[config.mk]
export PLATFORM = sky130hd
export DESIGN_NAME = diag_request_response_tracker_unit
export DESIGN_NICKNAME = d
export VERILOG_FILES = /design/src/sv/drrt_pkg.sv /design/src/sv/drrt_ctrl.sv /design/src/sv/drrt_dp.sv /design/src/sv/diag_request_response_tracker_unit.sv
export VERILOG_INCLUDE_DIRS = /design/src /design/src/sv
export SDC_FILE = /design/constraint.sdc
export NUM_CORES = 1
export LEC_CHECK = 0
export ABC_AREA = 1
export BUFFER_PORTS_ARGS = -buffer_cell sky130_fd_sc_hd__buf_2
export CAP_MARGIN = 20
export CORE_MARGIN = 1.5
export CORE_UTILIZATION = 55
export DETAILED_ROUTE_END_ITERATION = 10
export HOLD_SLACK_MARGIN = 0.08
export PLACE_DENSITY_LB_ADDON = 0.25
export SLEW_MARGIN = 20
export SYNTH_ARGS = -nofsm -noshare
export SYNTH_HDL_FRONTEND = slang
export SYNTH_SLANG_ARGS = --single-unit
export TNS_END_PERCENT = 30
[constraint.sdc]
create_clock -name clk_i -period 5 [get_ports clk_i]
set_clock_uncertainty 0.1 [all_clocks]
set_input_delay 1 -clock clk_i [delete_from_list [all_inputs] [get_ports clk_i]]
set_output_delay 1 -clock clk_i [all_outputs]
set_load 0.1 [all_outputs]
[src/sv/assert_macros.svh]
// Assertion helpers shared by the tracker modules.
// Each use expects clk_i and rst_ni in the enclosing module.
`ifndef ASSERT_MACROS_SVH
`define ASSERT_MACROS_SVH

// Property checked on every clock edge outside reset.
`define DRRT_ASSERT(lbl, prop, msg) \
  lbl: assert property (@(posedge clk_i) disable iff (!rst_ni) (prop)) else $error(msg);

// Antecedent in one cycle implies the consequent in the next.
`define DRRT_ASSERT_NEXT(lbl, ante, cons, msg) \
  lbl: assert property (@(posedge clk_i) disable iff (!rst_ni) (ante) |=> (cons)) \
    else $error(msg);

`endif

[src/sv/drrt_pkg.sv]
package drrt_pkg;

  typedef enum logic [2:0] {
    KIND_TICK     = 3'd0,
    KIND_RX       = 3'd1,
    KIND_REQUEST  = 3'd2,
    KIND_ADD      = 3'd3,
    KIND_REMOVE   = 3'd4,
    KIND_SESSION  = 3'd5
  } kind_e;

  typedef enum logic [1:0] {
    STATUS_OK      = 2'd0,
    STATUS_NEG     = 2'd1,
    STATUS_PENDING = 2'd2,
    STATUS_NO_RESP = 2'd3
  } status_e;

  typedef enum logic [1:0] {
    NOTIFY_NONE      = 2'd0,
    NOTIFY_REQUESTER = 2'd1,
    NOTIFY_LISTENER  = 2'd2
  } notify_e;

  typedef enum logic [1:0] {
    CFG_KEEPALIVE = 2'd0,
    CFG_P2        = 2'd1,
    CFG_P2_STAR   = 2'd2
  } cfg_reg_e;

  typedef enum logic [2:0] {
    ST_IDLE,
    ST_SCAN,
    ST_EXEC,
    ST_SHIFT,
    ST_OUT
  } state_e;

  localparam int unsigned CFG_IDX_W  = 2;
  localparam int unsigned CFG_DATA_W = 16;

  localparam logic [7:0]  SID_NEG         = 8'h7F;
  localparam logic [7:0]  SID_TP          = 8'h3E;
  localparam logic [7:0]  NRC_PENDING     = 8'h78;
  localparam logic [7:0]  POS_OFFSET      = 8'h40;
  localparam logic [7:0]  SESSION_DEFAULT = 8'h01;

  localparam logic [15:0] KEEPALIVE_RST   = 16'd2000;
  localparam logic [15:0] P2_RST          = 16'd50;
  localparam logic [15:0] P2_STAR_RST     = 16'd5000;

  // controller -> datapath
  typedef struct packed {
    logic load;
    logic scan_step;
    logic exec;
    logic shift_step;
    logic shift_end;
    logic out_load;
  } drrt_cmd_t;

  // datapath -> controller
  typedef struct packed {
    logic scan_done;
    logic remove_hit;
    logic shift_done;
  } drrt_sts_t;

  typedef struct packed {
    status_e    status;
    notify_e    notify;
    logic [2:0] lidx;
    logic       tp;
    logic       acc;
    logic [7:0] rsid;
  } drrt_res_t;

endpackage

[src/sv/drrt_ctrl.sv]
`include "assert_macros.svh"

module drrt_ctrl (
  input  logic               clk_i,
  input  logic               rst_ni,
  input  logic               in_valid_i,
  output logic               in_stall_o,
  input  logic               out_stall_i,
  output logic               out_valid_o,
  input  drrt_pkg::drrt_sts_t sts_i,
  output drrt_pkg::drrt_cmd_t cmd_o
);
  import drrt_pkg::*;

  state_e    state_q, state_d;
  logic      out_valid_q, out_valid_d;
  drrt_cmd_t cmd;

  always_ff @(posedge clk_i or negedge rst_ni) begin
    if (!rst_ni) begin
      state_q     <= ST_IDLE;
      out_valid_q <= 1'b0;
    end else begin
      state_q     <= state_d;
      out_valid_q <= out_valid_d;
    end
  end

  always_comb begin
    state_d    = state_q;
    cmd        = '0;
    in_stall_o = 1'b1;
    unique case (state_q)
      ST_IDLE: begin
        in_stall_o = 1'b0;
        if (in_valid_i) begin
          cmd.load = 1'b1;
          state_d  = ST_SCAN;
        end
      end
      ST_SCAN: begin
        if (sts_i.scan_done) begin
          state_d = ST_EXEC;
        end else begin
          cmd.scan_step = 1'b1;
        end
      end
      ST_EXEC: begin
        cmd.exec = 1'b1;
        state_d  = sts_i.remove_hit ? ST_SHIFT : ST_OUT;
      end
      ST_SHIFT: begin
        if (sts_i.shift_done) begin
          cmd.shift_end = 1'b1;
          state_d       = ST_OUT;
        end else begin
          cmd.shift_step = 1'b1;
        end
      end
      ST_OUT: begin
        // wait for the result slot to free up
        if (!out_valid_q || !out_stall_i) begin
          cmd.out_load = 1'b1;
          state_d      = ST_IDLE;
        end
      end
      default: state_d = ST_IDLE;
    endcase
  end

  assign out_valid_d = cmd.out_load | (out_valid_q & out_stall_i);
  assign out_valid_o = out_valid_q;
  assign cmd_o       = cmd;

  `DRRT_ASSERT(a_no_overwrite, cmd.out_load |-> (!out_valid_q || !out_stall_i), "result overwritten")
  `DRRT_ASSERT_NEXT(a_load_scan, cmd.load, state_q == ST_SCAN, "load did not start scan")
  `DRRT_ASSERT(a_exec_after_scan, (state_q == ST_EXEC) |-> ($past(state_q) == ST_SCAN), "bad exec entry")

endmodule

[src/sv/drrt_dp.sv]
`include "assert_macros.svh"

module drrt_dp #(
  parameter int unsigned MAX_LISTENERS = 8
) (
  input  logic                               clk_i,
  input  logic                               rst_ni,
  input  drrt_pkg::drrt_cmd_t                cmd_i,
  output drrt_pkg::drrt_sts_t                sts_o,
  input  logic                               cfg_we_i,
  input  logic [drrt_pkg::CFG_IDX_W-1:0]     cfg_index_i,
  input  logic [drrt_pkg::CFG_DATA_W-1:0]    cfg_wdata_i,
  input  logic [2:0]                         kind_i,
  input  logic [7:0]                         req_sid_i,
  input  logic                               suppress_i,
  input  logic [7:0]                         rx_byte0_i,
  input  logic [7:0]                         rx_byte1_i,
  input  logic [7:0]                         rx_byte2_i,
  input  logic [7:0]                         session_type_i,
  input  logic [15:0]                        p2_value_i,
  input  logic [15:0]                        p2_star_value_i,
  output drrt_pkg::drrt_res_t                res_o
);
  import drrt_pkg::*;

  localparam int unsigned CNTW = $clog2(MAX_LISTENERS + 1);
  localparam int unsigned IDXW = (MAX_LISTENERS > 1) ? $clog2(MAX_LISTENERS) : 1;
  localparam logic [CNTW-1:0] MAX_CNT = CNTW'(MAX_LISTENERS);

  // configuration
  logic [15:0] ka_period_q, ka_period_d;
  logic [15:0] def_p2_q, def_p2_d;
  logic [15:0] def_p2s_q, def_p2s_d;

  // session state
  logic [31:0]     time_q, time_d;
  logic [7:0]      pend_q, pend_d;
  logic [31:0]     dl_q, dl_d;
  logic            sup_q, sup_d;
  logic [7:0]      session_q, session_d;
  logic [15:0]     p2_q, p2_d;
  logic [15:0]     p2s_q, p2s_d;
  logic [31:0]     ka_last_q, ka_last_d;
  logic            ka_sent_q, ka_sent_d;
  logic [CNTW-1:0] count_q, count_d;
  logic [CNTW-1:0] ptr_q, ptr_d;

  // captured request fields
  logic [2:0]  kind_q;
  logic [7:0]  req_q;
  logic        sup_in_q;
  logic [7:0]  b0_q, b1_q, b2_q;
  logic [7:0]  stype_q;
  logic [15:0] p2v_q, p2sv_q;

  logic [7:0] slots_q [MAX_LISTENERS];

  drrt_res_t res_q, res_d;
  drrt_res_t out_q;

  logic            neg;
  logic [7:0]      rx_sid;
  logic [7:0]      target;
  logic [CNTW-1:0] ptr_inc;
  logic [IDXW-1:0] rd_idx;
  logic [7:0]      rd_data;
  logic            in_range;
  logic            match;
  logic [31:0]     ka_diff;
  logic [31:0]     dl_diff;
  logic            ka_fire;
  logic            due;
  logic            pending;
  logic            add_wr;

  assign neg      = (b0_q == SID_NEG);
  assign rx_sid   = neg ? b1_q : (b0_q - POS_OFFSET);
  assign target   = (kind_q == KIND_REMOVE) ? req_q : rx_sid;
  assign ptr_inc  = ptr_q + 1'b1;
  // one read port: next slot while shifting, current slot while scanning
  assign rd_idx   = cmd_i.shift_step ? ptr_inc[IDXW-1:0] : ptr_q[IDXW-1:0];
  assign rd_data  = slots_q[rd_idx];
  assign in_range = (ptr_q != count_q);
  assign match    = in_range && (rd_data == target);

  assign ka_diff  = time_q - ka_last_q;
  assign dl_diff  = time_q - dl_q;
  assign ka_fire  = (session_q != SESSION_DEFAULT) &&
                    (!ka_sent_q || (ka_diff >= {16'h0000, ka_period_q}));
  assign due      = !dl_diff[31];
  assign pending  = (pend_q != 8'h00);
  assign add_wr   = cmd_i.exec && (kind_q == KIND_ADD) && (count_q < MAX_CNT);

  assign sts_o.scan_done  = !in_range || match;
  assign sts_o.remove_hit = (kind_q == KIND_REMOVE) && match;
  assign sts_o.shift_done = (ptr_inc >= count_q);

  always_comb begin
    ka_period_d = ka_period_q;
    def_p2_d    = def_p2_q;
    def_p2s_d   = def_p2s_q;
    time_d      = time_q;
    pend_d      = pend_q;
    dl_d        = dl_q;
    sup_d       = sup_q;
    session_d   = session_q;
    p2_d        = p2_q;
    p2s_d       = p2s_q;
    ka_last_d   = ka_last_q;
    ka_sent_d   = ka_sent_q;
    count_d     = count_q;
    ptr_d       = ptr_q;
    res_d       = res_q;

    if (cfg_we_i) begin
      unique case (cfg_index_i)
        CFG_KEEPALIVE: ka_period_d = cfg_wdata_i;
        CFG_P2:        def_p2_d    = cfg_wdata_i;
        CFG_P2_STAR:   def_p2s_d   = cfg_wdata_i;
        default: ;
      endcase
    end

    if (cmd_i.load) begin
      ptr_d = '0;
      if (kind_i == KIND_TICK) begin
        time_d = time_q + 32'd1;
      end
    end

    if (cmd_i.scan_step || cmd_i.shift_step) begin
      ptr_d = ptr_inc;
    end

    if (cmd_i.shift_end) begin
      count_d = count_q - 1'b1;
    end

    if (cmd_i.exec) begin
      res_d = '0;
      unique case (kind_q)
        KIND_TICK: begin
          res_d.tp = ka_fire;
          if (ka_fire) begin
            ka_last_d = time_q;
            ka_sent_d = 1'b1;
          end
          if (pending) begin
            if (!sup_q) res_d.status = STATUS_PENDING;
            if (due) begin
              res_d.status = sup_q ? STATUS_OK : STATUS_NO_RESP;
              res_d.notify = NOTIFY_REQUESTER;
              res_d.rsid   = pend_q;
              pend_d       = 8'h00;
            end
          end
        end
        KIND_RX: begin
          res_d.tp = ka_fire;
          if (ka_fire) begin
            ka_last_d = time_q;
            ka_sent_d = 1'b1;
          end
          res_d.status = neg ? STATUS_NEG : STATUS_OK;
          res_d.rsid   = rx_sid;
          if (pending && (pend_q == rx_sid)) begin
            if (neg && (b2_q == NRC_PENDING)) begin
              res_d.status = STATUS_PENDING;
              dl_d         = time_q + 32'(p2s_q);
            end else begin
              res_d.notify = NOTIFY_REQUESTER;
              pend_d       = 8'h00;
            end
          end else if (rx_sid == SID_TP) begin
            // tester present reply: session fell back to default
            session_d = SESSION_DEFAULT;
            p2_d      = def_p2_q;
            p2s_d     = def_p2s_q;
          end else if (match) begin
            res_d.notify = NOTIFY_LISTENER;
            res_d.lidx   = 3'(ptr_q);
          end
        end
        KIND_REQUEST: begin
          res_d.rsid = req_q;
          if (!pending && (req_q != 8'h00)) begin
            sup_d     = sup_in_q;
            pend_d    = req_q;
            dl_d      = time_q + 32'(p2_q);
            res_d.acc = 1'b1;
          end
        end
        KIND_ADD: begin
          res_d.rsid = req_q;
          if (count_q < MAX_CNT) begin
            count_d   = count_q + 1'b1;
            res_d.acc = 1'b1;
          end
        end
        KIND_REMOVE: begin
          res_d.rsid = req_q;
          res_d.acc  = match;
        end
        KIND_SESSION: begin
          if (stype_q != 8'h00) session_d = stype_q;
          p2_d      = p2v_q;
          p2s_d     = p2sv_q;
          res_d.acc = 1'b1;
        end
        default: ;
      endcase
    end
  end

  always_ff @(posedge clk_i or negedge rst_ni) begin
    if (!rst_ni) begin
      ka_period_q <= KEEPALIVE_RST;
      def_p2_q    <= P2_RST;
      def_p2s_q   <= P2_STAR_RST;
      time_q      <= '0;
      pend_q      <= '0;
      dl_q        <= '0;
      sup_q       <= 1'b0;
      session_q   <= SESSION_DEFAULT;
      p2_q        <= P2_RST;
      p2s_q       <= P2_STAR_RST;
      ka_last_q   <= '0;
      ka_sent_q   <= 1'b0;
      count_q     <= '0;
      ptr_q       <= '0;
    end else begin
      ka_period_q <= ka_period_d;
      def_p2_q    <= def_p2_d;
      def_p2s_q   <= def_p2s_d;
      time_q      <= time_d;
      pend_q      <= pend_d;
      dl_q        <= dl_d;
      sup_q       <= sup_d;
      session_q   <= session_d;
      p2_q        <= p2_d;
      p2s_q       <= p2s_d;
      ka_last_q   <= ka_last_d;
      ka_sent_q   <= ka_sent_d;
      count_q     <= count_d;
      ptr_q       <= ptr_d;
    end
  end

  always_ff @(posedge clk_i) begin
    if (cmd_i.load) begin
      kind_q   <= kind_i;
      req_q    <= req_sid_i;
      sup_in_q <= suppress_i;
      b0_q     <= rx_byte0_i;
      b1_q     <= rx_byte1_i;
      b2_q     <= rx_byte2_i;
      stype_q  <= session_type_i;
      p2v_q    <= p2_value_i;
      p2sv_q   <= p2_star_value_i;
    end
    res_q <= res_d;
    if (cmd_i.out_load) begin
      out_q <= res_q;
    end
  end

  // listener table: removal moves later entries down one per cycle
  always_ff @(posedge clk_i) begin
    if (cmd_i.shift_step) begin
      slots_q[ptr_q[IDXW-1:0]] <= rd_data;
    end else if (add_wr) begin
      slots_q[count_q[IDXW-1:0]] <= req_q;
    end
  end

  assign res_o = out_q;

  `DRRT_ASSERT(a_count_max, count_q <= MAX_CNT, "listener count overflow")
  `DRRT_ASSERT(a_shift_range, cmd_i.shift_step |-> (ptr_inc < count_q), "shift beyond table")

endmodule

[src/sv/diag_request_response_tracker_unit.sv]
// Diagnostic client tracker: tracks one pending request against its P2/P2*
// deadline, matches positive, negative and response-pending replies, looks up
// unsolicited replies in a listener table of MAX_LISTENERS entries and flags
// tester-present messages outside the default session. Every accepted request
// yields exactly one result. An item passes the idle, scan, exec and output
// states; the scan runs over listener slots until a hit or the fill count,
// and a successful removal adds a shift state that moves each later entry
// down one. The listener table is scanned one slot per cycle through a single
// read port. A new request is taken only in idle, after the previous result
// has been loaded into the output, which waits while out_stall_i holds an
// earlier result. Configuration writes take effect at once and belong in
// idle time only.
module diag_request_response_tracker_unit #(
  parameter int unsigned MAX_LISTENERS = 8
) (
  input  logic                            clk_i,
  input  logic                            rst_ni,
  input  logic                            cfg_we_i,
  input  logic [drrt_pkg::CFG_IDX_W-1:0]  cfg_index_i,
  input  logic [drrt_pkg::CFG_DATA_W-1:0] cfg_wdata_i,
  input  logic                            in_valid_i,
  output logic                            in_stall_o,
  input  logic [2:0]                      kind_i,
  input  logic [7:0]                      req_sid_i,
  input  logic                            suppress_i,
  input  logic [7:0]                      rx_byte0_i,
  input  logic [7:0]                      rx_byte1_i,
  input  logic [7:0]                      rx_byte2_i,
  input  logic [7:0]                      session_type_i,
  input  logic [15:0]                     p2_value_i,
  input  logic [15:0]                     p2_star_value_i,
  output logic                            out_valid_o,
  input  logic                            out_stall_i,
  output logic [1:0]                      status_o,
  output logic [1:0]                      notify_o,
  output logic [2:0]                      listener_index_o,
  output logic                            send_tester_present_o,
  output logic                            accepted_o,
  output logic [7:0]                      result_sid_o
);
  import drrt_pkg::*;

  drrt_cmd_t cmd;
  drrt_sts_t sts;
  drrt_res_t res;

  drrt_ctrl u_ctrl (
    .clk_i       (clk_i),
    .rst_ni      (rst_ni),
    .in_valid_i  (in_valid_i),
    .in_stall_o  (in_stall_o),
    .out_stall_i (out_stall_i),
    .out_valid_o (out_valid_o),
    .sts_i       (sts),
    .cmd_o       (cmd)
  );

  drrt_dp #(
    .MAX_LISTENERS (MAX_LISTENERS)
  ) u_dp (
    .clk_i           (clk_i),
    .rst_ni          (rst_ni),
    .cmd_i           (cmd),
    .sts_o           (sts),
    .cfg_we_i        (cfg_we_i),
    .cfg_index_i     (cfg_index_i),
    .cfg_wdata_i     (cfg_wdata_i),
    .kind_i          (kind_i),
    .req_sid_i       (req_sid_i),
    .suppress_i      (suppress_i),
    .rx_byte0_i      (rx_byte0_i),
    .rx_byte1_i      (rx_byte1_i),
    .rx_byte2_i      (rx_byte2_i),
    .session_type_i  (session_type_i),
    .p2_value_i      (p2_value_i),
    .p2_star_value_i (p2_star_value_i),
    .res_o           (res)
  );

  assign status_o              = res.status;
  assign notify_o              = res.notify;
  assign listener_index_o      = res.lidx;
  assign send_tester_present_o = res.tp;
  assign accepted_o            = res.acc;
  assign result_sid_o          = res.rsid;

endmodule
After elaboration in Yosys (flattened, before gate mapping)
Memory sizes are Yosys's and may differ from the RTL's.
Index checks and enable logic that the tools add are counted.
{ "totals": {"ram_bits": 64, "input_bits": 99, "word_cells": 200, "memories": 1, "regBits": 316} }
{ "classes": {"muxes": 72, "n_lt_le_gt_ge": 3, "eq_ne": 31, "n_addsub": 9, "reduce_logical": 43, "n_bitwise": 4} }
{ "memory_table": {"columns": ["memory", "words", "word_bits", "rd", "rd_ports_with_merged_regs", "wr", "line", "rtl"], "rows": [
  ["u_dp.slots_q", 8, 8, 1, 0, 1, "drrt_dp.sv:56", "logic [7:0] slots_q [MAX_LISTENERS];"]
]} }
{ "op_table": {"columns": ["cell", "n"], "rows": [
  ["$mux W8", 13],
  ["$mux W32", 3],
  ["$add A32 B16 Y32", 2],
  ["$mux W16", 4],
  ["$pmux W16 S2", 2],
  ["$pmux W32 S2", 1],
  ["$sub A32 B32 Y32", 2],
  ["$pmux W8 S3", 2],
  ["$add A32 B1 Y32 const B", 1],
  ["$ge A32 B16 Y1", 1],
  ["$mux W4", 8],
  ["$reduce_bool A8 Y1", 3],
  ["$mux W3", 7],
  ["$mux W1", 20],
  ["$eq A8 B7 Y1 const B", 2],
  ["$eq A8 B8 Y1", 2],
  ["$pmux W8 S2", 1],
  ["$pmux W3 S5", 1],
  ["$ne A2 B1 Y1 const B", 7],
  ["$eq A3 B2 Y1 const B", 4],
  ["$mux W2", 6],
  ["$ne A2 B2 Y1 const B", 6],
  ["$mux W5", 2],
  ["$reduce_and A5 Y1", 2],
  ["other kinds (32)", 60]
]} }

Logic depth before layout (Yosys ltp)
Gate-level depths: netlist of the first run.
An unclocked memory read counts as a cell.
{ "logic_depth": {"ltp_word": 13, "mapped_depth": 25, "mapped_depth_nobuf": 24} }

By module
From an unflattened synthesis of the first run, not the netlist that was laid out.
{ "unflattened": {"cells_unflattened": 2472, "hier_area_um2": 20892.5} }
{ "modules_own_cells": {"columns": ["mod", "n_inst", "seq_area_each_um2", "area_each_um2", "cells_each"], "rows": [
  ["drrt_dp", 1, 10308.6, 20597.3, 2426],
  ["drrt_ctrl", 1, 100.1, 295.3, 46]
]} }

Least setup slack after synthesis of the first run
OpenSTA, ideal clock, no wires.
{ "synth_timing": {"path_type": "register to register", "start": "register u_dp.kind_q[2]", "end": "register u_dp.dl_q[26]", "path_slack_ns": 1.359, "t_required_ns": 4.763, "path_buffers": 1, "path_stages_with_launch": 19, "arrival_time_ns": 3.404, "path_cell_list": "edfxtp_1 nor3_1 clkbuf_1 nand2_1 o21ai_0 ha_1 fa_1 a21oi_1 o21ai_0 a31oi_1 o21ai_0 nand3_1 nand2_1 inv_1 nor2_1 nand2_1 nor2_1 xor2_1 o21ai_0"} }
{ "synth_between": {"elab_chain_len": 3} }
{ "synth_rtl": {"columns": ["item", "line", "rtl"], "rows": [
  ["start: declaration", "drrt_dp.sv:49", "logic [2:0] kind_q;"],
  ["start signal: assignment", "drrt_dp.sv:251", "kind_q <= kind_i;"],
  ["$eq A3 B2 Y1 / $eq A3 B1 Y1 (equally long branches)", "drrt_dp.sv:141", "unique case (kind_q)"],
  ["$ne A2 B1 Y1 (no source line) / $reduce_bool A2 Y1 (equally long branches)", null, null],
  ["$reduce_and A5 Y1 (no source line)", null, null],
  ["end signal: assignment", "drrt_dp.sv:237", "dl_q <= dl_d;"],
  ["end: declaration", "drrt_dp.sv:38", "logic [31:0] dl_q, dl_d;"]
]} }
Several ways; a longest one is shown, not always the timed one.
A chain may end at the register's enable or synchronous reset.

Final worst setup path of the first run
{ "layout_timing": {"start": "register u_dp.time_q[0]", "end": "register u_dp.ka_last_q[20]"} }
{ "layout_between": {"elab_chain_len": 5} }
{ "layout_rtl": {"columns": ["item", "line", "rtl"], "rows": [
  ["start: declaration", "drrt_dp.sv:36", "logic [31:0] time_q, time_d;"],
  ["start signal: assignment", "drrt_dp.sv:235", "time_q <= time_d;"],
  ["$sub A32 B32 Y32", "drrt_dp.sv:86", "assign ka_diff = time_q - ka_last_q;"],
  ["$ge A32 B16 Y1", "drrt_dp.sv:89", "(!ka_sent_q || (ka_diff >= {16'h0000, ka_period_q}));"],
  ["$logic_or A1 B1 Y1", "drrt_dp.sv:89", null],
  ["$logic_and A1 B1 Y1", "drrt_dp.sv:88", "assign ka_fire = (session_q != SESSION_DEFAULT) &&"],
  ["$reduce_and A3 Y1 (no source line)", null, null],
  ["end signal: assignment", "drrt_dp.sv:242", "ka_last_q <= ka_last_d;"],
  ["end: declaration", "drrt_dp.sv:43", "logic [31:0] ka_last_q, ka_last_d;"]
]} }
No other way between the ends.

==> metrics.md, run 1 <==
| Metric | Value |
|---|---|
| Share of power burned in the clock network | between 20% and 30% |
| Share of the yosys chip area belonging to registers | approximately half |
| Cell-internal power | just under 0.008 W |
| Ratio of cells with drive above 1 in the final layout | between 10% and 20% |
| Number of storage elements in the synthesis netlist | 380 |
| Total I/O pin count | between 100 and 150 |
| H-tree depth | 2 |
| Net count after synthesis | around 2500 |
| Yosys Warn Count | 0 |
| DR vias/cell | roughly 5.5 |
| Cts bufs inserted | 40 |
| Netlist area before placement | ~20000 sq um |
| Vias | between 15000 and 20000 |
| Post-DR wirelength/cell | between 15 and 20 um |
| Post-route fraction of the period consumed by the critical path | between 80% and 90% |
| Via count of the first global-routing pass | ~16000 |
| Weighted congestion at the end of routability-driven global placement | 0.917 |
| Register-to-Register Setup Slack | between 0.7 and 0.8 ns |
| Pin count of the biggest net entering global routing | 110 |
| Async SR Flop Fraction | 54.2% |
| CTS-repair resized insts | 0 |
| Worst IR Drop VDD | 372 uV |
| Kind of launch point of the worst setup path | flip-flop |
| Sequential share of power | a little over a third |
| TritonCTS Sinks | 380 |
| Setup-violating endpoint count in the final report | 0 |
| Ys flop type | sky130_fd_sc_hd__dfrtp_1 |
| Worst hold slack | 0.319 ns |
| Root Buffer | sky130_fd_sc_hd__clkbuf_16 |
| Number of DRC markers after the initial detailed-route iteration | ~1300 |
| Logic pwr share | 42.0% |
| Sw frac | about 41% |
| Deepest clock path buffer count | 3 |
| Count of distinct cell types in the synthesized netlist | 57 |
| Area growth from synthesis to layout | 11.5% |
| Sw power | approximately 0.0054 W |
| Number of optimization iterations in the first detailed-route pass | 6 |
| Category of the worst setup path capture point | flip-flop |
| Die area | between 30000 and 40000 sq um |
| Unrepaired setup endpoints after global routing | no |
| Chip Height | between 150 and 200 um |
| PortBufs | roughly 120 |
| Worst slew pin tran | 1.00 ns |
| Global-route wire length before repair | around 81 mm |
| Layout net count | roughly 2600 |
| Remaining antenna violation count | 0 |
| Die X-Extent | just under 200 um |
| Insertion delay of the later-clocked pin in the worst-skew pair | 0.57 ns |
| Commonest non-fill, non-tap cells in the layout | 603 x sky130_fd_sc_hd__nand2_1, 275 x sky130_fd_sc_hd__inv_1, 183 x sky130_fd_sc_hd__dfrtp_1 |
| Cell type with the highest occurrence count on the critical path | sky130_fd_sc_hd__nand2_1 |
| Overflow left after global routing | 0 |
| Mean area per synthesized cell | slightly below 9 sq um |
| Highest net fanout along the worst path | 33 |
| Post-place instance area | ~21000 sq um |
| Cell with the largest stage delay on the worst path | sky130_fd_sc_hd__nand3_2 |
| Power density relative to cell area | 579 nW/um^2 |
| Fin crit period | 4.20 ns |
| Half-perimeter wire length after detailed placement | about 36 mm |
| Non-filler instance count after layout | roughly 2900 |
| Number of pins exceeding their max-slew limit in the final report | 0 |
| Post-CTS repair timing setup buffer count | 0 |
| Worst path arrival time | roughly 4.5 ns |
| Static Leakage | approximately 11 nW |
| Relative slew margins | between 30% and 40% |
| Class of the worst hold path | flip-flop to flip-flop |
| Starting utilization of the core area | a little under three fifths |
| CTS tree | built |
| Fmax achieved | ~240 MHz |
| DRC violation count after routing | 0 |
| Num rows | 70 |
| Design area | 22800 sq um |
| Fill count | about 3100 |
| Number of maximum-capacitance constraint violations | 0 |
| Clock transition at the registers of the reported paths | 0.06 ns |
| Final hold vios | 0 |
| Result of the run | finished clean |
| Initial antenna violation count | 1 |
| Critical path class | flip-flop to flip-flop |
| Total Routing Usage GR | roughly a quarter |
| Setup Total Neg Slack | 0 ns |
| Most frequent standard cell in the layout excluding fill and tap cells | sky130_fd_sc_hd__nand2_1 |
| CTS Hold Bufs | 0 |
| Data required time of the critical path | roughly 5.3 ns |
| Detailed-route wire length | slightly below 50 mm |
| Max stage delay on crit path | 0.55 ns |
| Count of flip-flops with a built-in enable after synthesis | between 150 and 200 |
| Area inside the core boundary | around 37000 sq um |
| Cells along the critical path | inv_1, ha_1, fa_1, o21ai_2, a21oi_1, o21ai_2, xor2_1, ha_1, nand2_1, inv_1, nand3_1, nor3_1, nand3_1, nand4_2, nand3_2, nand2_1, nand2_1 |
| Cells after Synth | between 2000 and 2500 |
| Inst Count DP | about 2900 |
-- Yosys cell counts, types with 3 or more instances --
| cell type | instances | share of area [%] |
|---|---|---|
| sky130_fd_sc_hd__nand2_1 | 603 | 11 |
| sky130_fd_sc_hd__inv_1 | 277 | 5.1 |
| sky130_fd_sc_hd__dfrtp_1 | 183 | 22 |
| sky130_fd_sc_hd__edfxtp_1 | 174 | 26 |
| sky130_fd_sc_hd__nor2_1 | 159 | 2.9 |
| sky130_fd_sc_hd__o21ai_0 | 136 | 3.3 |
| sky130_fd_sc_hd__nand3_1 | 115 | 2.8 |
| sky130_fd_sc_hd__ha_1 | 102 | 6.2 |
| sky130_fd_sc_hd__a21oi_1 | 94 | 2.3 |
| sky130_fd_sc_hd__xor2_1 | 68 | 2.9 |
| sky130_fd_sc_hd__nand4_1 | 57 | 1.7 |
| sky130_fd_sc_hd__a31oi_1 | 37 | 1.1 |
| sky130_fd_sc_hd__clkbuf_1 | 34 | 0.62 |
| sky130_fd_sc_hd__o21ai_1 | 34 | 0.83 |
| sky130_fd_sc_hd__nor3_1 | 32 | 0.78 |
| sky130_fd_sc_hd__dfstp_2 | 23 | 3.0 |
| sky130_fd_sc_hd__xnor2_1 | 20 | 0.86 |
| sky130_fd_sc_hd__nor4_1 | 18 | 0.55 |
| sky130_fd_sc_hd__inv_2 | 11 | 0.20 |
| sky130_fd_sc_hd__buf_2 | 9 | 0.22 |
| sky130_fd_sc_hd__nand2_2 | 9 | 0.28 |
| sky130_fd_sc_hd__nand3_2 | 9 | 0.44 |
| sky130_fd_sc_hd__a22o_1 | 8 | 0.34 |
| sky130_fd_sc_hd__o211ai_1 | 8 | 0.29 |
| sky130_fd_sc_hd__buf_6 | 7 | 0.39 |
| sky130_fd_sc_hd__nor2_2 | 6 | 0.18 |
| sky130_fd_sc_hd__o21bai_1 | 6 | 0.22 |
| sky130_fd_sc_hd__o221ai_1 | 6 | 0.26 |
| sky130_fd_sc_hd__a21o_1 | 5 | 0.18 |
| sky130_fd_sc_hd__buf_4 | 5 | 0.18 |
| sky130_fd_sc_hd__clkinv_1 | 5 | 0.092 |
| sky130_fd_sc_hd__o22ai_1 | 5 | 0.15 |
| sky130_fd_sc_hd__nand2_4 | 4 | 0.22 |
| sky130_fd_sc_hd__nand3b_1 | 4 | 0.15 |
| sky130_fd_sc_hd__nor2_4 | 3 | 0.17 |
| sky130_fd_sc_hd__nor3_2 | 3 | 0.15 |
| sky130_fd_sc_hd__o21ai_2 | 3 | 0.13 |
| sky130_fd_sc_hd__o21ai_4 | 3 | 0.24 |
-- metrics by stage --
stage	utilization [%]	total power (W)	setup WS [ns]
2_1_floorplan	-	0.00878	1.36
6_report	62.2	0.0132	0.795
3_3_place_gp	58.6	0.00999	1.02
3_5_place_dp	58.6	0.0102	0.929
4_1_cts	62.2	0.0132	0.876
5_1_grt	62.2	0.0142	0.389
-- final timing paths --
check | start | endpoint | depth (start not counted)
min in group asynchronous | rst_ni | u_dp.ka_last_q[29] | 1
setup reg to reg | u_dp.time_q[0] | u_dp.ka_last_q[20] | 17
max in group asynchronous | rst_ni | u_dp.ka_last_q[31] | 2
setup / recovery | u_dp.time_q[0] | u_dp.ka_last_q[20] | 17
hold reg to reg | u_dp.res_q[4] | u_dp.res_o[4] | 0
hold / removal | u_dp.res_q[4] | u_dp.res_o[4] | 0
-- logic make-up after synthesis --
kind of cell | count (synthesis) | share of synthesized area, %
buffers and inverters | 350 | 6.84
xor gates and xnor gates | 88 | 3.77
and+or+nand+nor | 1036 | 22.2
adders and majority gates | 104 | 6.44
DFF | 380 | 51.0
AOI/OAI and AO/OA | 355 | 9.81
-- metal layers --
metal,GRT usage (%),routed length [um],up-vias
met5,0,0,-
met4,9.26,1460,0
met3,3.87,2470,73
met2,43.0,23000,457
met1,36.6,22500,7690
li1,-,-,7977
-- critical path: cells and delay by family (launching register included) --
family	cells	cell delay [ns]
buffers and inverters	2	0.18
flip-flops	1	0.42
XOR/XNOR	1	0.13
AO/OA/AOI/OAI	3	0.72
adder cells (fa/ha/maj)	3	0.93
AND/OR/NAND/NOR	8	1.54
-- power by group through the flow --
stage	Clock, W	Sequential (W)	Combinational, W
floorplan	0	0.00476	0.00402
global placement	0	0.00470	0.00529
detailed placement	0	0.00472	0.00546
CTS	0.00301	0.00467	0.00552
global route	0.00313	0.00475	0.00631
finish	0.00297	0.00468	0.00555
-- layout make-up --
cell class,instances,area (sq um),area share (%)
Inverter,294,1100,4.85
Clock buffer,49,1060,4.67
Sequential cell,380,10400,45.7
Multi-Input combinational cell,1583,8640,37.9
Clock inverter,23,244,1.07
Antenna cell,1,2.50,0.0110
Timing Repair Buffer,134,734,3.22
Tap cell,468,586,2.57
-- sequential cells by signal, indices dropped and copies added, names as in the netlist, 8 cells and up --
signal / count
u_dp.res_q: 17
u_dp.res_o: 17
u_dp.p2s_q: 16
u_dp.p2sv_q: 16
u_dp.b0_q: 8
u_dp.p2v_q: 16
u_dp.ka_period_q: 16
u_dp.req_q: 8
u_dp.pend_q: 8
u_dp.slots_q: 64
u_dp.p2_q: 16
u_dp.ka_last_q: 32
u_dp.def_p2_q: 16
u_dp.def_p2s_q: 16
u_dp.dl_q: 32
u_dp.b1_q: 8
u_dp.stype_q: 8
u_dp.session_q: 8
u_dp.time_q: 32
u_dp.b2_q: 8
(Power assumes the default switching activity.)
==> run 2: changes to the inputs <==
Clock period 5 ns to 4.19 ns, I/O delays scaled along.
==> metrics.md, run 2 (same netlist as run 1, synthesis figures left out) <==
| Metric | Value |
|---|---|
| Result of the run | finished clean |
| Chip Height | 196 um (unchanged) |
| Num rows | 70 (unchanged) |
| DR vias/cell | 5.60 (+1.4%) |
| Class of the worst hold path | input port to asynchronous set/reset pin |
| Relative slew margins | 27.2% (-5.4 points) |
| Post-CTS repair timing setup buffer count | 0 (unchanged) |
| Commonest non-fill, non-tap cells in the layout | 602 x sky130_fd_sc_hd__nand2_1, 275 x sky130_fd_sc_hd__inv_1, 182 x sky130_fd_sc_hd__dfrtp_1 |
| Die X-Extent | 196 um (unchanged) |
| Layout net count | 2661 (+0.95%) |
| Deepest clock path buffer count | 3 (unchanged) |
| Unrepaired setup endpoints after global routing | no |
| Worst slew pin tran | 1.08 ns (+0.0802 ns) |
| Worst path arrival time | 4.09 ns (-0.42 ns) |
| DRC violation count after routing | 0 (unchanged) |
| Setup Total Neg Slack | 0 ns (unchanged) |
| Critical register-to-register path startpoint | u_dp.time_q[0] |
| Most frequent standard cell in the layout excluding fill and tap cells | sky130_fd_sc_hd__nand2_1 |
| Half-perimeter wire length after detailed placement | 37.3 mm (+2.6%) |
| Overall Power | 0.0160 W (+22%) |
| FF-to-FF path depth | 19 (+2) |
| H-tree depth | 2 (unchanged) |
| Remaining antenna violation count | 0 (unchanged) |
| Worst IR Drop VDD | 474 uV (+27%) |
| Area inside the core boundary | 36600 sq um (unchanged) |
| CTS tree | built |
| Fmax achieved | 258 MHz (+8.6%) |
| Power density relative to cell area | 692 nW/um^2 (+20%) |
| Design area | 23200 sq um (+1.7%) |
| Area growth from synthesis to layout | 13.5% |
| Number of flip-flops in the largest register | 64 (unchanged) |
| Starting utilization of the core area | 55.8% (unchanged) |
| Total Routing Usage GR | 27.3% (+0.78 points) |
| Insertion delay of the later-clocked pin in the worst-skew pair | 0.57 ns (about the same) |
| Final hold vios | 0 (unchanged) |
| Number of maximum-capacitance constraint violations | 0 (unchanged) |
| Number of optimization iterations in the first detailed-route pass | 5 (-1) |
| Weighted congestion at the end of routability-driven global placement | 0.899 (-1.9%) |
| Data required time of the critical path | 4.41 ns (-0.90 ns) |
| PortBufs | 117 (unchanged) |
| Via count of the first global-routing pass | 16400 (+4.0%) |
| Post-route fraction of the period consumed by the critical path | 92.4% (+8.3 points) |
| Setup-violating endpoint count in the final report | 0 (unchanged) |
| Ratio of cells with drive above 1 in the final layout | 12.6% (+1.1 points) |
| Register-to-Register Setup Slack | 0.32 ns (-0.48 ns) |
| Kind of launch point of the worst setup path | flip-flop |
| Number of pins exceeding their max-slew limit in the final report | 0 (unchanged) |
| Category of the worst setup path capture point | flip-flop |
| Global-route wire length before repair | 83.3 mm (+3.1%) |
| Detailed-route wire length | 50.5 mm (+2.2%) |
| Cts bufs inserted | 40 (unchanged) |
| CTS Hold Bufs | 0 (unchanged) |
| Static Leakage | 10.8 nW (+2.1%) |
| TritonCTS Sinks | 380 (unchanged) |
| Die area | 38300 sq um (unchanged) |
| Root Buffer | sky130_fd_sc_hd__clkbuf_16 |
| Overflow left after global routing | 0 (unchanged) |
| Pin count of the biggest net entering global routing | 96 (-13%) |
| Post-DR wirelength/cell | 17.1 um (+1.3%) |
| Reg-to-reg endpoint | u_dp.res_q[9] |
| Critical path class | flip-flop to flip-flop |
| Highest net fanout along the worst path | 8 (-76%) |
| CTS-repair resized insts | 0 (unchanged) |
| Number of DRC markers after the initial detailed-route iteration | 1266 (-0.86%) |
| Fin crit period | 3.87 ns (-0.333 ns) |
| Clock transition at the registers of the reported paths | 0.06 ns (about the same) |
| Vias | 16600 (+2.4%) |
| Post-place instance area | 21700 sq um (+1.1%) |
| Initial antenna violation count | 2 (+1) |
| Total I/O pin count | 118 (unchanged) |
-- run 2: cell count changes in the layout (fill, tap and decap cells not counted), sizes merged --
cell,previous run,this run
buf,133,158
bufinv,4,7
clkbuf,50,56
clkinv,21,15
clkinvlp,5,2
diode,1,2
inv,287,289
-- run 2: how the worst max path moves through the flow --
stage,from,end,cells past startpoint
4_1_cts,u_dp.time_q[0],u_dp.ka_last_q[22],20
3_5_place_dp,u_dp.time_q[0],u_dp.ka_last_q[20],20
3_3_place_gp,u_dp.time_q[0],u_dp.res_q[9],19
2_1_floorplan,u_dp.kind_q[2],u_dp.dl_q[26],18
6_report,u_dp.time_q[0],u_dp.res_q[9],19
5_1_grt,u_dp.time_q[0],u_dp.res_q[9],19
-- run 2: worst max-delay path, cell delays in order (launching register included) --
cell and delay (ns):
sky130_fd_sc_hd__dfrtp_2 0.41, sky130_fd_sc_hd__inv_1 0.11, sky130_fd_sc_hd__ha_1 0.22, sky130_fd_sc_hd__fa_1 0.45, sky130_fd_sc_hd__o21ai_4 0.24, sky130_fd_sc_hd__nand2_1 0.09
sky130_fd_sc_hd__nand2_2 0.13, sky130_fd_sc_hd__nand2_1 0.06, sky130_fd_sc_hd__nand2_1 0.14, sky130_fd_sc_hd__xor2_1 0.23, sky130_fd_sc_hd__ha_1 0.27, sky130_fd_sc_hd__nand2_1 0.08
sky130_fd_sc_hd__nor2_1 0.05, sky130_fd_sc_hd__a211oi_1 0.17, sky130_fd_sc_hd__o211ai_1 0.12, sky130_fd_sc_hd__a21oi_1 0.16, sky130_fd_sc_hd__nand4_2 0.18, sky130_fd_sc_hd__buf_4 0.22
sky130_fd_sc_hd__nand2_1 0.12, sky130_fd_sc_hd__nor2_1 0.06
-- run 2: through the flow --
stage                     setup WS [ns]  util, %  hold slack (ns)  std cells
after floorplan                   0.549        -            0.300       2313
after global placement            0.216     59.3            0.302       2884
after detailed placement          0.211     59.3            0.306       2884
after CTS                         0.145     63.2            0.272       2958
after global routing             0.0447     63.3            0.318       2959
final                             0.319     63.3            0.258       2960
-- run 2: report_power, final --
part           leakage, nW  switching [W]  internal, W  total (W)
sequential            4.11       0.000480      0.00511    0.00559
clock                0.687        0.00148      0.00231    0.00379
combinational         5.97        0.00447      0.00219    0.00666
total                 10.8        0.00643      0.00961     0.0160
-- run 2: cell type report --
cell class                 instances  area [sq um]
inverter                         294          1100
antenna                            2          5.00
clock buffer                      55          1120
fill                            3096         13400
sequential                       380         10400
timing repair buffer             159           988
clock inverter                    19           304
tap                              468           586
multi-input combinational       1583          8660
-- run 2: layer usage --
metal  vias to the layer above  GRT usage (%)  share of wire [%]
met5                         -              0                  0
li1                       8044              -                  -
met4                         0           9.91                3.2
met3                        93           4.02                6.3
met2                       541           43.6                 46
met1                      7905           38.1                 45
==> run 3: changes to the inputs <==
Settings changed: CORE_ASPECT_RATIO from default to 1.1.
==> metrics.md, run 3 (same netlist as run 1, synthesis figures left out) <==
| Metric | Value |
|---|---|
| Result of the run | finished clean |
| Register-to-Register Setup Slack | 0.29 ns (-0.02 ns) |
| Relative slew margins | 30.4% (+3.2 points) |
| Worst slew pin tran | 1.03 ns (-0.0478 ns) |
| Number of pins exceeding their max-slew limit in the final report | 0 (unchanged) |
| Unrepaired setup endpoints after global routing | no |
| DRC violation count after routing | 0 (unchanged) |
| Fraction of the core area covered by cells at the end of the flow | 63.4% (+0.11 points) |
| Commonest non-fill, non-tap cells in the layout | 603 x sky130_fd_sc_hd__nand2_1, 275 x sky130_fd_sc_hd__inv_1, 183 x sky130_fd_sc_hd__dfrtp_1 |
| Insertion delay of the later-clocked pin in the worst-skew pair | 0.53 ns (-0.04 ns) |
| Final hold vios | 0 (unchanged) |
| Post-route fraction of the period consumed by the critical path | 93.0% (+0.57 points) |
| TritonCTS Sinks | 380 (unchanged) |
| Root Buffer | sky130_fd_sc_hd__clkbuf_16 |
| Worst IR Drop VDD | 416 uV (-12%) |
| Die area | 38300 sq um (about the same) |
| Clock transition at the registers of the reported paths | 0.06 ns (about the same) |
| FF-to-FF path depth | 19 (unchanged) |
| Highest net fanout along the worst path | 25 (+17) |
| Total Routing Usage GR | 26.4% (-0.86 points) |
| Static Leakage | 10.7 nW (-0.56%) |
| Initial antenna violation count | 1 (-1) |
| PortBufs | 117 (unchanged) |
| Non-filler instance count after layout | 2977 (+0.57%) |
| Most frequent standard cell in the layout excluding fill and tap cells | sky130_fd_sc_hd__nand2_1 |
| DR vias/cell | 5.52 (-1.5%) |
| Weighted congestion at the end of routability-driven global placement | 0.940 (+4.5%) |
| Number of maximum-capacitance constraint violations | 0 (unchanged) |
| Pin count of the biggest net entering global routing | 99 (+3.1%) |
| Class of the worst hold path | input port to asynchronous set/reset pin |
| Cts bufs inserted | 39 (-2.5%) |
| Starting utilization of the core area | 56.2% (+0.40 points) |
| Critical path class | flip-flop to flip-flop |
| Remaining antenna violation count | 0 (unchanged) |
| Category of the worst setup path capture point | flip-flop |
| Chip Height | 205 um (+4.8%) |
| Post-DR wirelength/cell | 16.7 um (-2.0%) |
| Setup Total Neg Slack | 0 ns (unchanged) |
| Number of DRC markers after the initial detailed-route iteration | 1305 (+3.1%) |
| Inst Count DP | 2905 (+0.73%) |
| Num rows | 73 (+4.3%) |
| Reg-to-reg endpoint | u_dp.ka_last_q[12] |
| H-tree depth | 2 (unchanged) |
| Layout net count | 2662 (+0.038%) |
| Fin crit period | 3.90 ns (+0.0237 ns) |
| Setup-violating endpoint count in the final report | 0 (unchanged) |
| Fmax achieved | 257 MHz (-0.61%) |
| Via count of the first global-routing pass | 16100 (-1.5%) |
| Deepest clock path buffer count | 3 (unchanged) |
| Worst path arrival time | 4.19 ns (+0.10 ns) |
| Overflow left after global routing | 0 (unchanged) |
| Number of optimization iterations in the first detailed-route pass | 5 (unchanged) |
| Power density relative to cell area | 681 nW/um^2 (-1.6%) |
| Critical register-to-register path startpoint | u_dp.time_q[0] |
| Detailed-route wire length | 49.8 mm (-1.4%) |
| Die X-Extent | 187 um (-4.6%) |
| Area inside the core boundary | 36400 sq um (-0.70%) |
| Half-perimeter wire length after detailed placement | 37.3 mm (-0.16%) |
| Startpoint of the worst setup timing path | u_dp.time_q[0] |
| Ratio of cells with drive above 1 in the final layout | 12.5% (-0.11 points) |
| Vias | 16400 (-0.93%) |
| CTS tree | built |
| Kind of launch point of the worst setup path | flip-flop |
| Data required time of the critical path | 4.49 ns (+0.08 ns) |
| Number of flip-flops in the largest register | 64 (unchanged) |
| Area growth from synthesis to layout | 12.9% |
| Total I/O pin count | 118 (unchanged) |
| Capturing instance or port of the critical path | u_dp.ka_last_q[12] |
| Global-route wire length before repair | 81.1 mm (-2.7%) |
[run 3: cell types whose count changed in the layout (fill, tap and decap cells not counted), sizes merged]
| cell | before | now |
|---|---|---|
| bufinv | 7 | 3 |
| buf | 158 | 160 |
| clkbuf | 56 | 54 |
| clkinv | 15 | 17 |
| clkinvlp | 2 | 1 |
| inv | 289 | 290 |
[run 3: final cells by class]
class,count,area [sq um]
clock inverters,17,174
repair buffers,161,987
diodes,2,5.00
clock buffers,53,1090
inverters,294,1100
fillers,3113,13300
multi-input cells,1583,8670
well taps,487,609
flip-flops and latches,380,10400
[run 3: worst max-delay path, stage by stage, from the launching register on]
cell and delay (ns):
sky130_fd_sc_hd__dfrtp_1 0.43, sky130_fd_sc_hd__inv_1 0.14, sky130_fd_sc_hd__ha_1 0.23, sky130_fd_sc_hd__fa_1 0.45, sky130_fd_sc_hd__o21ai_4 0.24, sky130_fd_sc_hd__nand2_1 0.07, sky130_fd_sc_hd__nand2_1 0.16, sky130_fd_sc_hd__nand2_1 0.07
sky130_fd_sc_hd__nand2_1 0.10, sky130_fd_sc_hd__xor2_1 0.21, sky130_fd_sc_hd__ha_1 0.27, sky130_fd_sc_hd__nand2_1 0.08, sky130_fd_sc_hd__nor2_1 0.05, sky130_fd_sc_hd__a211oi_1 0.16, sky130_fd_sc_hd__o211ai_1 0.11, sky130_fd_sc_hd__a21oi_1 0.22
sky130_fd_sc_hd__nand4_4 0.23, sky130_fd_sc_hd__buf_4 0.30, sky130_fd_sc_hd__nand4_1 0.10, sky130_fd_sc_hd__nand2_1 0.07
[run 3: through the flow]
step / instance area [sq um] / power, W / hold slack [ns] / setup WS, ns
floorplan: 20400 / 0.0105 / 0.300 / 0.549
global placement: 21700 / 0.0120 / 0.306 / 0.386
detailed placement: 21700 / 0.0122 / 0.305 / 0.213
CTS: 23000 / 0.0157 / 0.203 / 0.170
global route: 23100 / 0.0169 / 0.229 / 0.00582
finish: 23100 / 0.0157 / 0.188 / 0.295
[run 3: how the worst min path moves through the flow]
stage	from	to	slack (ns)	cells after the start
detailed placement	u_dp.res_q[0]	u_dp.res_o[0]	0.30	0
floorplan	u_dp.res_q[0]	u_dp.res_o[0]	0.30	0
finish	rst_ni	u_ctrl.out_valid_o	0.19	1
CTS	rst_ni	u_dp.dl_q[25]	0.20	1
global route	rst_ni	u_ctrl.out_valid_o	0.23	1
global placement	u_dp.res_q[14]	u_dp.res_o[14]	0.31	0
[run 3: timing repair]
action / 4_1_cts / 5_1_grt
buffers inserted: 0 / 0
endpoints found under the hold margin: 0 / 0
setup endpoints to repair: 0 / 37
resized for setup: 0 / 6
hold buffers: 0 / 0
[run 3: power breakdown]
group          leakage (nW)  internal (W)  switching (W)
Sequential             4.11       0.00511       0.000467
Combinational          5.97       0.00219        0.00451
Clock                 0.624       0.00202        0.00140
[run 3: routing by layer]
metal	vias up	routed length [um]	part of all wire (%)	track usage [%]
met2	460	24200	49	45.9
met4	0	1300	2.6	7.95
met1	7855	21900	44	34.9
met5	-	0	0	0
met3	82	2410	4.8	3.15
li1	8031	-	-	-
